`src/hdl/dau_pkg.sv`:
```
`timescale 1ns / 1ps
`default_nettype none
// ----------------------------------------------------------------------------
// dau_pkg
// Shared constants, register map and arctangent table of the dihedral unit.
// ----------------------------------------------------------------------------
package dau_pkg;

  localparam int COORD_WIDTH_DEF = 20;

  // register port
  localparam int ADDR_W = 3;
  localparam int DATA_W = 32;
  localparam int LIMIT_W = 32;
  typedef logic [ADDR_W-3:0] reg_idx_t;
  localparam reg_idx_t REG_DEGENERATE_LIMIT = '0;

  // multiplier slicing
  localparam int MUL_CHUNK = 24;

  // fixed-point formats
  localparam int SQRT_PAD = 32;   // |b2|^2 scaled by 2^32 before the root
  localparam int Y_SHIFT = 16;    // y term scaled by 2^16
  localparam int NORM_BITS = 30;  // normalized magnitude width
  localparam int SEG_W = 16;      // leading-one search segment
  localparam int LOC_W = 5;

  // CORDIC
  localparam int CORDIC_STEPS = 23;
  localparam int CW = 34;         // x/y datapath
  localparam int ZW = 26;         // angle accumulator, 1/65536 degree
  localparam int HALF_TURN = 180 * 65536;
  localparam int ROUND_BIAS = 256;
  localparam int ROUND_SHIFT = 9;
  localparam int ANGLE_W = 16;
  localparam int ANGLE_MAX = 23040;

  localparam int ATAN_TAB [CORDIC_STEPS] = '{
    2949120, 1740967, 919879, 466945, 234379, 117304, 58666, 29335,
    14668, 7334, 3667, 1833, 917, 458, 229, 115, 57, 29, 14, 7, 4, 2, 1
  };

endpackage
`default_nettype wire

```
`src/hdl/dau_mul.sv`:
```
`timescale 1ns / 1ps
`default_nettype none
// ----------------------------------------------------------------------------
// dau_mul
// Three-stage signed multiplier: sliced partial products, row sums, final sum.
// ----------------------------------------------------------------------------
module dau_mul #(
  parameter int AW = dau_pkg::COORD_WIDTH_DEF + 1,
  parameter int BW = dau_pkg::COORD_WIDTH_DEF + 1
) (
  input  logic                     clk,
  input  logic                     en,
  input  logic signed [AW-1:0]     a,
  input  logic signed [BW-1:0]     b,
  output logic signed [AW+BW-1:0]  p
);
  import dau_pkg::*;

  localparam int NA = (AW + MUL_CHUNK - 1) / MUL_CHUNK;
  localparam int CA = (AW + NA - 1) / NA;
  localparam int NB = (BW + MUL_CHUNK - 1) / MUL_CHUNK;
  localparam int CB = (BW + NB - 1) / NB;
  localparam int PPW = CA + CB + 2;
  localparam int FW = NA * CA + NB * CB + 2;

  logic signed [NA*CA-1:0] apad;
  logic signed [NB*CB-1:0] bpad;
  logic signed [PPW-1:0]   pp_c [NA][NB];
  logic signed [PPW-1:0]   pp   [NA][NB];
  logic signed [FW-1:0]    row_c [NB];
  logic signed [FW-1:0]    row   [NB];
  logic signed [FW-1:0]    sum_c;

  assign apad = (NA*CA)'(a);
  assign bpad = (NB*CB)'(b);

  // top slice signed, lower slices unsigned
  always_comb begin
    logic signed [CA:0] ea;
    logic signed [CB:0] eb;
    for (int i = 0; i < NA; i++) begin
      for (int j = 0; j < NB; j++) begin
        ea = (i == NA - 1) ? {apad[i*CA+CA-1], apad[i*CA +: CA]} : {1'b0, apad[i*CA +: CA]};
        eb = (j == NB - 1) ? {bpad[j*CB+CB-1], bpad[j*CB +: CB]} : {1'b0, bpad[j*CB +: CB]};
        pp_c[i][j] = ea * eb;
      end
    end
  end

  always_comb begin
    logic signed [FW-1:0] acc;
    for (int j = 0; j < NB; j++) begin
      acc = '0;
      for (int i = 0; i < NA; i++) begin
        acc = acc + (FW'(pp[i][j]) <<< (i * CA));
      end
      row_c[j] = acc;
    end
  end

  always_comb begin
    sum_c = '0;
    for (int j = 0; j < NB; j++) begin
      sum_c = sum_c + (row[j] <<< (j * CB));
    end
  end

  always_ff @(posedge clk) begin
    if (en) begin
      pp  <= pp_c;
      row <= row_c;
      p   <= sum_c[AW+BW-1:0];
    end
  end

endmodule
`default_nettype wire

```
`config.mk`:
```
export PLATFORM = sky130hd
export DESIGN_NAME = dau_mul
export DESIGN_NICKNAME = d
export VERILOG_FILES = /design/src/hdl/dau_pkg.sv /design/src/hdl/dau_mul.sv
export SDC_FILE = /design/constraint.sdc
export NUM_CORES = 1
export LEC_CHECK = 0
export BUFFER_PORTS_ARGS = -buffer_cell sky130_fd_sc_hd__buf_4
export CAP_MARGIN = 20
export CORE_UTILIZATION = 45
export DETAILED_ROUTE_END_ITERATION = 10
export SLEW_MARGIN = 20
export SYNTH_ARGS = -nofsm -noshare
export SYNTH_HDL_FRONTEND = slang
export SYNTH_SLANG_ARGS = --single-unit
```
`constraint.sdc`:
```
create_clock -name clk -period 9.9 [get_ports clk]
set_clock_uncertainty 0.15 [all_clocks]
set_input_delay 2.475 -clock clk [delete_from_list [all_inputs] [get_ports clk]]
set_output_delay 2.475 -clock clk [all_outputs]
set_load 0.02 [all_outputs]
```
== After elaboration in Yosys (flattened, before gate mapping) ==
Cells that the tools add are included.

* Logic and storage cells: 4
* Bits in registers: 126

* Multiply operators: 1

{| class="wikitable"
|+ Operators by type and width
! kind !! count
|-
| multiplier 21 x 21 -> 42 bit || 1
|}

== Logic depth before layout (Yosys ltp) ==
Gate-level depths: netlist of run 1.

* Depth in word-level cells: 1
* Mapped depth: 26
* Depth with buffers taken out: 25

== Worst setup path before layout of run 1 ==
Ideal clock, no wire load.

* Kind: in2reg
* Start: input port a[20]
* End: register pp[40] (netlist bit) (data pin)
* Slack: 0.866 ns
* Buffers on the path: 1
* Stages: 23
* Arrival time: 8.734 ns
* Library setup time: 0.150 ns
* Cells stage by stage: clkbuf_1 nand2_1 fa_1 inv_1 fa_1 fa_1 inv_1 fa_1 inv_1 fa_1 fa_1 inv_1 fa_1 inv_1 ha_1 nand2_1 a21o_1 nand2_1 nand3_1 o31ai_2 nor4_2 or4_1 o211ai_2

{| class="wikitable"
|+ RTL lines
! item !! RTL line !! text
|-
| from (decl) || dau_mul.sv:13 || <nowiki>input logic signed [AW-1:0] a,</nowiki>
|-
| to (signal assigned) || dau_mul.sv:70 || <nowiki>pp <= pp_c;</nowiki>
|-
| to (decl) || dau_mul.sv:29 || <nowiki>logic signed [PPW-1:0] pp [NA][NB];</nowiki>
|}

==> metrics.cfg, run 1 <==
[sta]
hold_violations=0
final_max_slew_viol_count=0
final.min_clock_period_ns=8.98
period_share_pct=90.7
finalSetupTns_ns=0
worst-slew-pin-transition_ns=0.854
timing.slew.headroom_pct=43.1
fmax_mhz=111
setup_violations=0
rsz0062_at_grt=false

[synth]
synth-edff-count=126
ys_warn_count=0
seq_area_frac_synth_pct=18.7
syn_area_per_cell_um2=10.4
ys.flop_type=edfxtp_1
syn_area_mm2=0.0202
synth_seq_cells=126
synth_fp_nets=2563
syn_inst=1949
synth-async-reset-ratio_pct=0
synthDistinctLibCells=55

[place]
gp_congestion=0.894
placedCellCount=2546
hpwl_mm=36.6
portBuffers=85

[setup_path]
r2r-start=row[7]$_DFFE_PP_
crit_path_end_kind=flop
arrival_ns=9.01
r2r_end=p[7]$_DFFE_PP_
reg2reg_slack_ns=9.11
cp-start-kind=primary input
cp-startpoint=a[14]
critical_path_class=in -> reg
worstSetupEndpoint=pp[38]$_DFFE_PP_
path_max_fanout=21
required_ns=9.93
r2r_cells=0

[clock_network]
clock-root-buffer=clkbuf_16
cts_resized=0
clockBufferDepth=3
htree_num_levels=4
cts_setup_buffers=0
cts.sinks=126
cts_made_buffers=25
holdBufCountCts=0
clk_latency_ns=0.45
tritoncts=done
path_clk_slew_ns=0.05

[grt]
grt_max_degree=74
grt_pass1_wl_mm=76.7
first_global_vias=14300
overflow=0
grt_antenna_before_repair=0
groute.usage.overall_pct=21.3

[routing]
routed_wl_mm=45.6
wl_per_cell_um=17.7
first_pass_iters=7
route.detailed.drc=0
dr_total_vias=12700
ant_nets=0
routed_via_density=4.94
drt_iter0_drc=769

[final_layout]
syn2layout_area_growth_pct=8.64
drive_gt1_share_pct=6.55
fin_nets=2595
multi_input_area_mm2=0.0142
seqCellArea_mm2=0.00378
fill_cells=4019
num_antenna_cells=0
fin_cells=2578

[die]
fp.dieArea_mm2=0.0458
die_x_um=214
core_mm2=0.0442
io_pins=86
initial_core_util_pct=45.7
die_h_um=214
rows=77

[run_status]
outcome=finished, final reports clean

[hold_path]
hold_path.class=reg -> reg

[flow_run]
drv_cap=0

==> cells in the final DEF (no fill, tap or decap), drive strengths merged, types with 5 or more instances in the layout <==
master | Yosys | layout
xor2 | 15 | 15
and2 | 201 | 201
nand3 | 8 | 8
nor2 | 33 | 33
a21oi | 39 | 39
o21ai | 16 | 16
clkbuf | 81 | 27
inv | 509 | 509
nand2b | 9 | 9
ha | 111 | 111
nor3 | 6 | 6
buf | 3 | 89
clkinv | 0 | 5
a21o | 11 | 11
o21a | 5 | 5
nor2b | 5 | 5
nand2 | 237 | 237
fa | 459 | 459
xnor2 | 31 | 31
edfxtp | 126 | 126
==> Yosys cell counts (2+ instances only) <==
cell type	number	area, um2
clkbuf_1	81	304
buf_1	2	7.51
nand3_1	8	40.0
a21oi_1	38	190
a21o_1	11	82.6
nor4b_1	3	26.3
and4_1	2	17.5
and3_1	2	12.5
o211ai_1	2	15.0
inv_1	509	1910
nor3_1	6	30.0
ha_1	111	1390
or3_1	2	12.5
nand4_1	2	12.5
nand2b_1	9	56.3
o21ai_0	16	80.1
nand2_1	237	890
xnor2_1	31	272
and2_1	200	1250
or2_2	2	12.5
nor2_1	33	124
nor2b_1	5	31.3
edfxtp_1	126	3780
a31oi_1	2	12.5
o21a_1	5	37.5
o31ai_1	2	15.0
fa_1	459	9190
xor2_1	15	131
o21bai_1	2	15.0
==> per-stage QoR <==
| stage | util (%) | instance area [um2] | hold WS [ns] | setup slack, ns |
|---|---|---|---|---|
| 2_1_floorplan | - | 20200 | 0.250 | 0.866 |
| 3_3_place_gp | 48.2 | 21300 | 0.252 | 0.642 |
| 3_5_place_dp | 48.2 | 21300 | 0.255 | 0.557 |
| 4_1_cts | 49.6 | 22000 | 0.244 | 1.02 |
| 5_1_grt | 49.6 | 22000 | 0.246 | 0.666 |
| 6_report | 49.6 | 22000 | 0.245 | 0.924 |
==> kinds of logic (layout without fill, tap and decap cells) <==
kind of cell | after synthesis | after routing | synth area share [%]
flops | 126 | 126 | 18.7
buf+inv | 593 | 630 | 11.0
compound gates | 95 | 95 | 3.10
xor+xnor | 46 | 46 | 1.99
fa+ha+maj | 570 | 570 | 52.3
simple gates | 519 | 519 | 12.8
==> registers in the layout (all words and copies together), names as in the netlist <==
register / flops
pp: 42
row: 42
p: 42
==> worst min path at each step <==
stage,from,to,slack [ns],cells after the start
after CTS,pp[29]$_DFFE_PP_,row[29]$_DFFE_PP_,0.24,0
after floorplan,row[0]$_DFFE_PP_,p[0]$_DFFE_PP_,0.25,0
after detailed placement,row[26]$_DFFE_PP_,p[26]$_DFFE_PP_,0.25,0
after global routing,pp[29]$_DFFE_PP_,row[29]$_DFFE_PP_,0.25,0
final,pp[29]$_DFFE_PP_,row[29]$_DFFE_PP_,0.25,0
after global placement,pp[41]$_DFFE_PP_,row[41]$_DFFE_PP_,0.25,0
==> critical path: stages <==
cell      delay (ns)
buf_4           0.29
and2_1          0.20
fa_1            0.47
fa_1            0.52
inv_1           0.05
fa_1            0.52
inv_1           0.09
fa_1            0.48
fa_1            0.53
fa_1            0.55
inv_1           0.06
fa_1            0.47
inv_1           0.04
ha_1            0.37
a21oi_1         0.20
o21ai_0         0.17
a221oi_2        0.43
nand4_2         0.20
a21oi_2         0.27
o31ai_2         0.13
nor4_2          0.20
nor2_1          0.13
xor2_1          0.15
==> area by class of cell <==
type | instances | area share [%]
multi-input cells | 1230 | 64.7
repair buffers | 89 | 3.04
clock buffers | 27 | 2.88
flip-flops and latches | 126 | 17.2
well taps | 592 | 3.37
inverters | 509 | 8.70
clock inverters | 5 | 0.0969
==> per-layer routing <==
| layer | up-vias | part of all wire [%] | routed length [um] | GRT usage [%] |
|---|---|---|---|---|
| met5 | - | 0 | 0 | 0 |
| met4 | 0 | 1.3 | 608 | 4.58 |
| met3 | 41 | 8.0 | 3660 | 4.48 |
| met2 | 408 | 44 | 20000 | 32.8 |
| met1 | 6533 | 47 | 21400 | 31.0 |
| li1 | 5743 | - | - | - |
Power of run 1 is not shown: default switching activity piles up to over one toggle a cycle in this logic, so the estimate is an artifact.
==> inputs of run 2 (changes only) <==
- ABC_AREA: unset -> 1
==> run 2 against run 1 <==
Effect of this change:
- global-route usage grew 0.98 points
- critical path depth unchanged
- setup slack improved by 0.34 ns
- sequential share of layout area is 1.1 points lower
- largest cell class unchanged
- synthesized cell count increased by 31%
- critical path type unchanged
- sequential cell count stayed put
- first-iteration DRC count up 8.1%
- non-clock buffer count is 1 lower
==> metrics.cfg, run 2 <==
[sta]
hold_violations=0
rsz0062_at_grt=false
setup_violations=0
period_share_pct=87.2
timing.slew.headroom_pct=46.2
worst-slew-pin-transition_ns=0.807
fmax_mhz=116
final.min_clock_period_ns=8.64
fin_hold_ws_ns=0.260
finalSetupTns_ns=0
final_max_slew_viol_count=0

[clock_network]
cts_resized=0
clock-root-buffer=clkbuf_16
tritoncts=done
cts_setup_buffers=0
path_clk_slew_ns=0.05
holdBufCountCts=0
cts.sinks=126
clk_latency_ns=0.40
cts_made_buffers=17
clockBufferDepth=2
htree_num_levels=4

[final_layout]
syn2layout_area_growth_pct=7.68
multi_input_area_mm2=0.0145
num_antenna_cells=0
fill_cells=4576
seqCellArea_mm2=0.00378
drive_gt1_share_pct=5.92
reg_top3=p (42), pp (42), row (42)
layout_common_cells=inv_1 (838), nand2_1 (697), fa_1 (459)
layout_commonest_cell=inv_1
fin_nets=3188

[routing]
dr_total_vias=15400
routed_wl_mm=50.8
routed_via_density=4.81
route.detailed.drc=0
wl_per_cell_um=15.9
ant_nets=0
first_pass_iters=6
drt_iter0_drc=831

[run_status]
outcome=finished, final reports clean

[synth]
synth-edff-count=126
synth_area_leader_cell=fa_1
syn_area_mm2=0.0217
seq_area_frac_synth_pct=17.4
ys.flop_type=edfxtp_1
yosysMostFrequentCell=inv_1
synthDistinctLibCells=28
netlist_top_cells_count=inv_1 (838), nand2_1 (697), fa_1 (459)
ys_warn_count=0
synth_seq_cells=126
yosys-top-cells-area=fa_1 (42%), edfxtp_1 (17%), inv_1 (14%)
synth_fp_nets=3165
syn_inst=2551
syn_area_per_cell_um2=8.52
yosysTopAreaCellShare_pct=42.3
synth-async-reset-ratio_pct=0

[hold_path]
hold_depth=0
hold_end=row[20]$_DFFE_PP_
min-delay-start=pp[20]$_DFFE_PP_
hold_path.class=reg -> reg

[grt]
overflow=0
grt_antenna_before_repair=0
first_global_vias=17000
groute.usage.overall_pct=22.3
grt_max_degree=66
grt_pass1_wl_mm=86.7

[setup_path]
crit_slowest_cell=fa_1
path_delay_family=adder cells
r2r_cells=0
crit_buf_inv=6
arrival_ns=8.63
r2r_end=row[31]$_DFFE_PP_
cp-start-kind=primary input
critical_path_class=in -> reg
crit_chain=buf_4 > nand2_1 > fa_1 > inv_1 > fa_1 > fa_1 > inv_1 > fa_1 > inv_1 > fa_1 > fa_1 > inv_1 > fa_1 > inv_1 > ha_1 > nand2_1 > nand2_1 > a21oi_1 > nand2_1 > a21oi_1 > nand3_1 > nand2_1 > nand2_1
reg2reg_slack_ns=9.06
slowest_delay_ns=0.89
r2r-start=pp[31]$_DFFE_PP_
crit_path_end_kind=flop
path_max_fanout=21
crit_top_cell=fa_1
required_ns=9.90

[place]
portBuffers=85
gp_congestion=0.915
hpwl_mm=43.5

[die]
core_mm2=0.0477
fp.dieArea_mm2=0.0492
die_h_um=222
initial_core_util_pct=45.5
io_pins=86
rows=80
die_x_um=222

[flow_run]
drv_cap=0

[run 2: cell count changes in the layout (fill, tap and decap cells not counted), moves of 11 or more]
| cell | previous run | this run |
|---|---|---|
| nand2_1 | 237 | 697 |
| inv_1 | 509 | 838 |
| and2_1 | 200 | 0 |
| nor2_1 | 33 | 75 |
| nand3_1 | 8 | 41 |
| xnor2_1 | 31 | 3 |
| a21oi_1 | 38 | 24 |
| nand2_2 | 0 | 12 |
| o21ai_0 | 16 | 4 |
| a21o_1 | 11 | 0 |
[run 2: worst max-delay path by stage]
stage / endpoint / start / slack, ns / cells past startpoint
2_1_floorplan: pp[39]$_DFFE_PP_ / a[20] / 1.33 / 22
3_3_place_gp: pp[40]$_DFFE_PP_ / a[20] / 0.85 / 23
3_5_place_dp: pp[38]$_DFFE_PP_ / a[20] / 0.80 / 20
4_1_cts: pp[38]$_DFFE_PP_ / a[20] / 1.22 / 20
5_1_grt: pp[36]$_DFFE_PP_ / a[20] / 0.79 / 23
6_report: pp[41]$_DFFE_PP_ / a[20] / 1.26 / 23
[run 2: final cells by class]
type	count	area share, %
Sequential cell	126	16.2
Clock inverter	12	0.524
Timing Repair Buffer	88	2.82
Clock buffer	19	1.85
Inverter	838	13.4
Multi-Input combinational cell	1503	61.9
Tap cell	615	3.29
[run 2: logic make-up (layout without fill, tap and decap cells)]
group | after synthesis | after routing | share of synthesized area, %
xor+xnor | 20 | 20 | 0.806
simple gates | 867 | 867 | 15.9
fa+ha+maj | 570 | 570 | 48.6
buf+inv | 922 | 957 | 15.9
compound gates | 46 | 46 | 1.33
flops | 126 | 126 | 17.4
[run 2: layer usage]
metal	vias to the layer above	track usage, %	routed length, um	share of wire, %
li1	7164	-	-	-
met1	7780	28.3	21300	42
met2	386	40.7	26100	51
met3	68	2.48	2390	4.7
met4	0	5.09	927	1.8
met5	-	0	0	0
[run 2: through the flow]
stage | area, um2 | utilization (%) | cells | setup slack (ns)
after floorplan | 21700 | - | 2551 | 1.33
after global placement | 22900 | 47.9 | 3170 | 0.853
after detailed placement | 22900 | 47.9 | 3170 | 0.795
after CTS | 23400 | 49.0 | 3201 | 1.22
after global routing | 23400 | 49.0 | 3201 | 0.793
final | 23400 | 49.0 | 3201 | 1.26
Power of run 2 is left out for the same reason.
==> inputs of run 3 (changes only) <==
- CORE_UTILIZATION: 45 -> 65
- PLACE_DENSITY: unset -> 0.83
==> run 3 against run 2 <==
Effect of this change:
- non-clock buffer count decreased by 1
- highest routed layer unchanged
- clock-buffer cell count increased by 1
- critical path depth decreased by 1
- hold slack improved by 0.0040 ns
- largest cell class unchanged
- cell area decreased by 0.95%
- sequential cell count unchanged
- first-iteration DRC count increased by 29%
- register-to-register slack got worse by 0.03 ns
- wire length decreased by 1.0%
==> metrics.cfg, run 3 (synthesis gave the netlist of run 2 again) <==
[run_status]
outcome=finished, final reports clean

[setup_path]
crit_path_end_kind=flop
crit_slowest_cell=fa_1
crit_chain=buf_4 > nand2_1 > fa_1 > inv_1 > fa_1 > fa_1 > inv_1 > fa_1 > inv_1 > fa_1 > fa_1 > inv_1 > fa_1 > inv_1 > ha_1 > nand2_1 > nor2_1 > nand3_1 > nor2_1 > nand3b_1 > nand4_1 > nand2_1
slowest_delay_ns=0.88
required_ns=9.92
cp-start-kind=primary input
critical_path_class=in -> reg
arrival_ns=8.77
reg2reg_slack_ns=9.03
path_max_fanout=21
crit_top_cell=fa_1

[sta]
fin_hold_ws_ns=0.264
setup_violations=0
final_max_slew_viol_count=0
final.min_clock_period_ns=8.75
fmax_mhz=114
hold_violations=0
timing.slew.headroom_pct=33.0
rsz0062_at_grt=false
worst-slew-pin-transition_ns=1.00
period_share_pct=88.4
finalSetupTns_ns=0

[clock_network]
cts_resized=0
cts_made_buffers=17
htree_num_levels=4
holdBufCountCts=0
clk_latency_ns=0.42
tritoncts=done
clockBufferDepth=2
path_clk_slew_ns=0.05
cts_setup_buffers=0
clock-root-buffer=clkbuf_16
cts.sinks=126

[final_layout]
seqCellArea_mm2=0.00378
fill_cells=2456
layout_commonest_cell=inv_1
num_antenna_cells=0
drive_gt1_share_pct=5.84
reg_top3=p (42), pp (42), row (42)
layout_common_cells=inv_1 (838), nand2_1 (697), fa_1 (459)
fin_nets=3187
multi_input_area_mm2=0.0145
syn2layout_area_growth_pct=6.66

[grt]
groute.usage.overall_pct=32.6
grt_max_degree=80
grt_pass1_wl_mm=85.8
first_global_vias=18100
grt_antenna_before_repair=0
overflow=0

[routing]
first_pass_iters=6
route.detailed.drc=0
routed_via_density=5.24
dr_total_vias=15900
drt_iter0_drc=1071
ant_nets=0
wl_per_cell_um=16.6
routed_wl_mm=50.3

[die]
rows=66
io_pins=86
initial_core_util_pct=66.5
fp.dieArea_mm2=0.0342
die_h_um=185
core_mm2=0.0327
die_x_um=185

[place]
gp_congestion=0.942
hpwl_mm=42.3
portBuffers=85

[flow_run]
drv_cap=0

[hold_path]
hold_path.class=reg -> reg

## run 3: worst paths after layout
check                                      start                 to  cells past startpoint
worst max-delay path                        b[4]   pp[39]$_DFFE_PP_                     22
worst min-delay path            pp[20]$_DFFE_PP_  row[20]$_DFFE_PP_                      0
worst max register to register  pp[34]$_DFFE_PP_  row[34]$_DFFE_PP_                      0
worst min register to register  pp[20]$_DFFE_PP_  row[20]$_DFFE_PP_                      0
## run 3: area by class of cell
cell class	instances	area share (%)
Tap cell	442	2.38
Clock buffer	20	1.88
Sequential cell	126	16.3
Timing Repair Buffer	87	2.82
Clock inverter	12	0.518
Multi-Input combinational cell	1503	62.5
Inverter	838	13.6
## run 3: critical path, delay by kind of cell
| family | cells | cell delay, ns |
|---|---|---|
| adder cells (fa/ha/maj) | 8 | 4.39 |
| buffers and inverters | 6 | 0.71 |
| AND/OR/NAND/NOR | 8 | 1.13 |
## run 3: through the flow
stage	setup WS (ns)	std cells	instance area (um2)	utilization (%)
floorplan	1.33	2551	21700	-
global placement	0.928	2996	22600	69.2
detailed placement	0.699	2996	22600	69.2
CTS	1.15	3028	23200	70.9
global route	0.703	3028	23200	70.9
finish	1.15	3028	23200	70.9
## run 3: metal layers
layer  vias to the layer above  share of wire, %  GRT usage [%]
met1                      7838                37           38.0
met4                         0               3.5           12.1
met5                         -                 0              0
li1                       7173                 -              -
met2                       697                53           59.8
met3                       164               7.2           5.62
Power of run 3 is left out for the same reason.
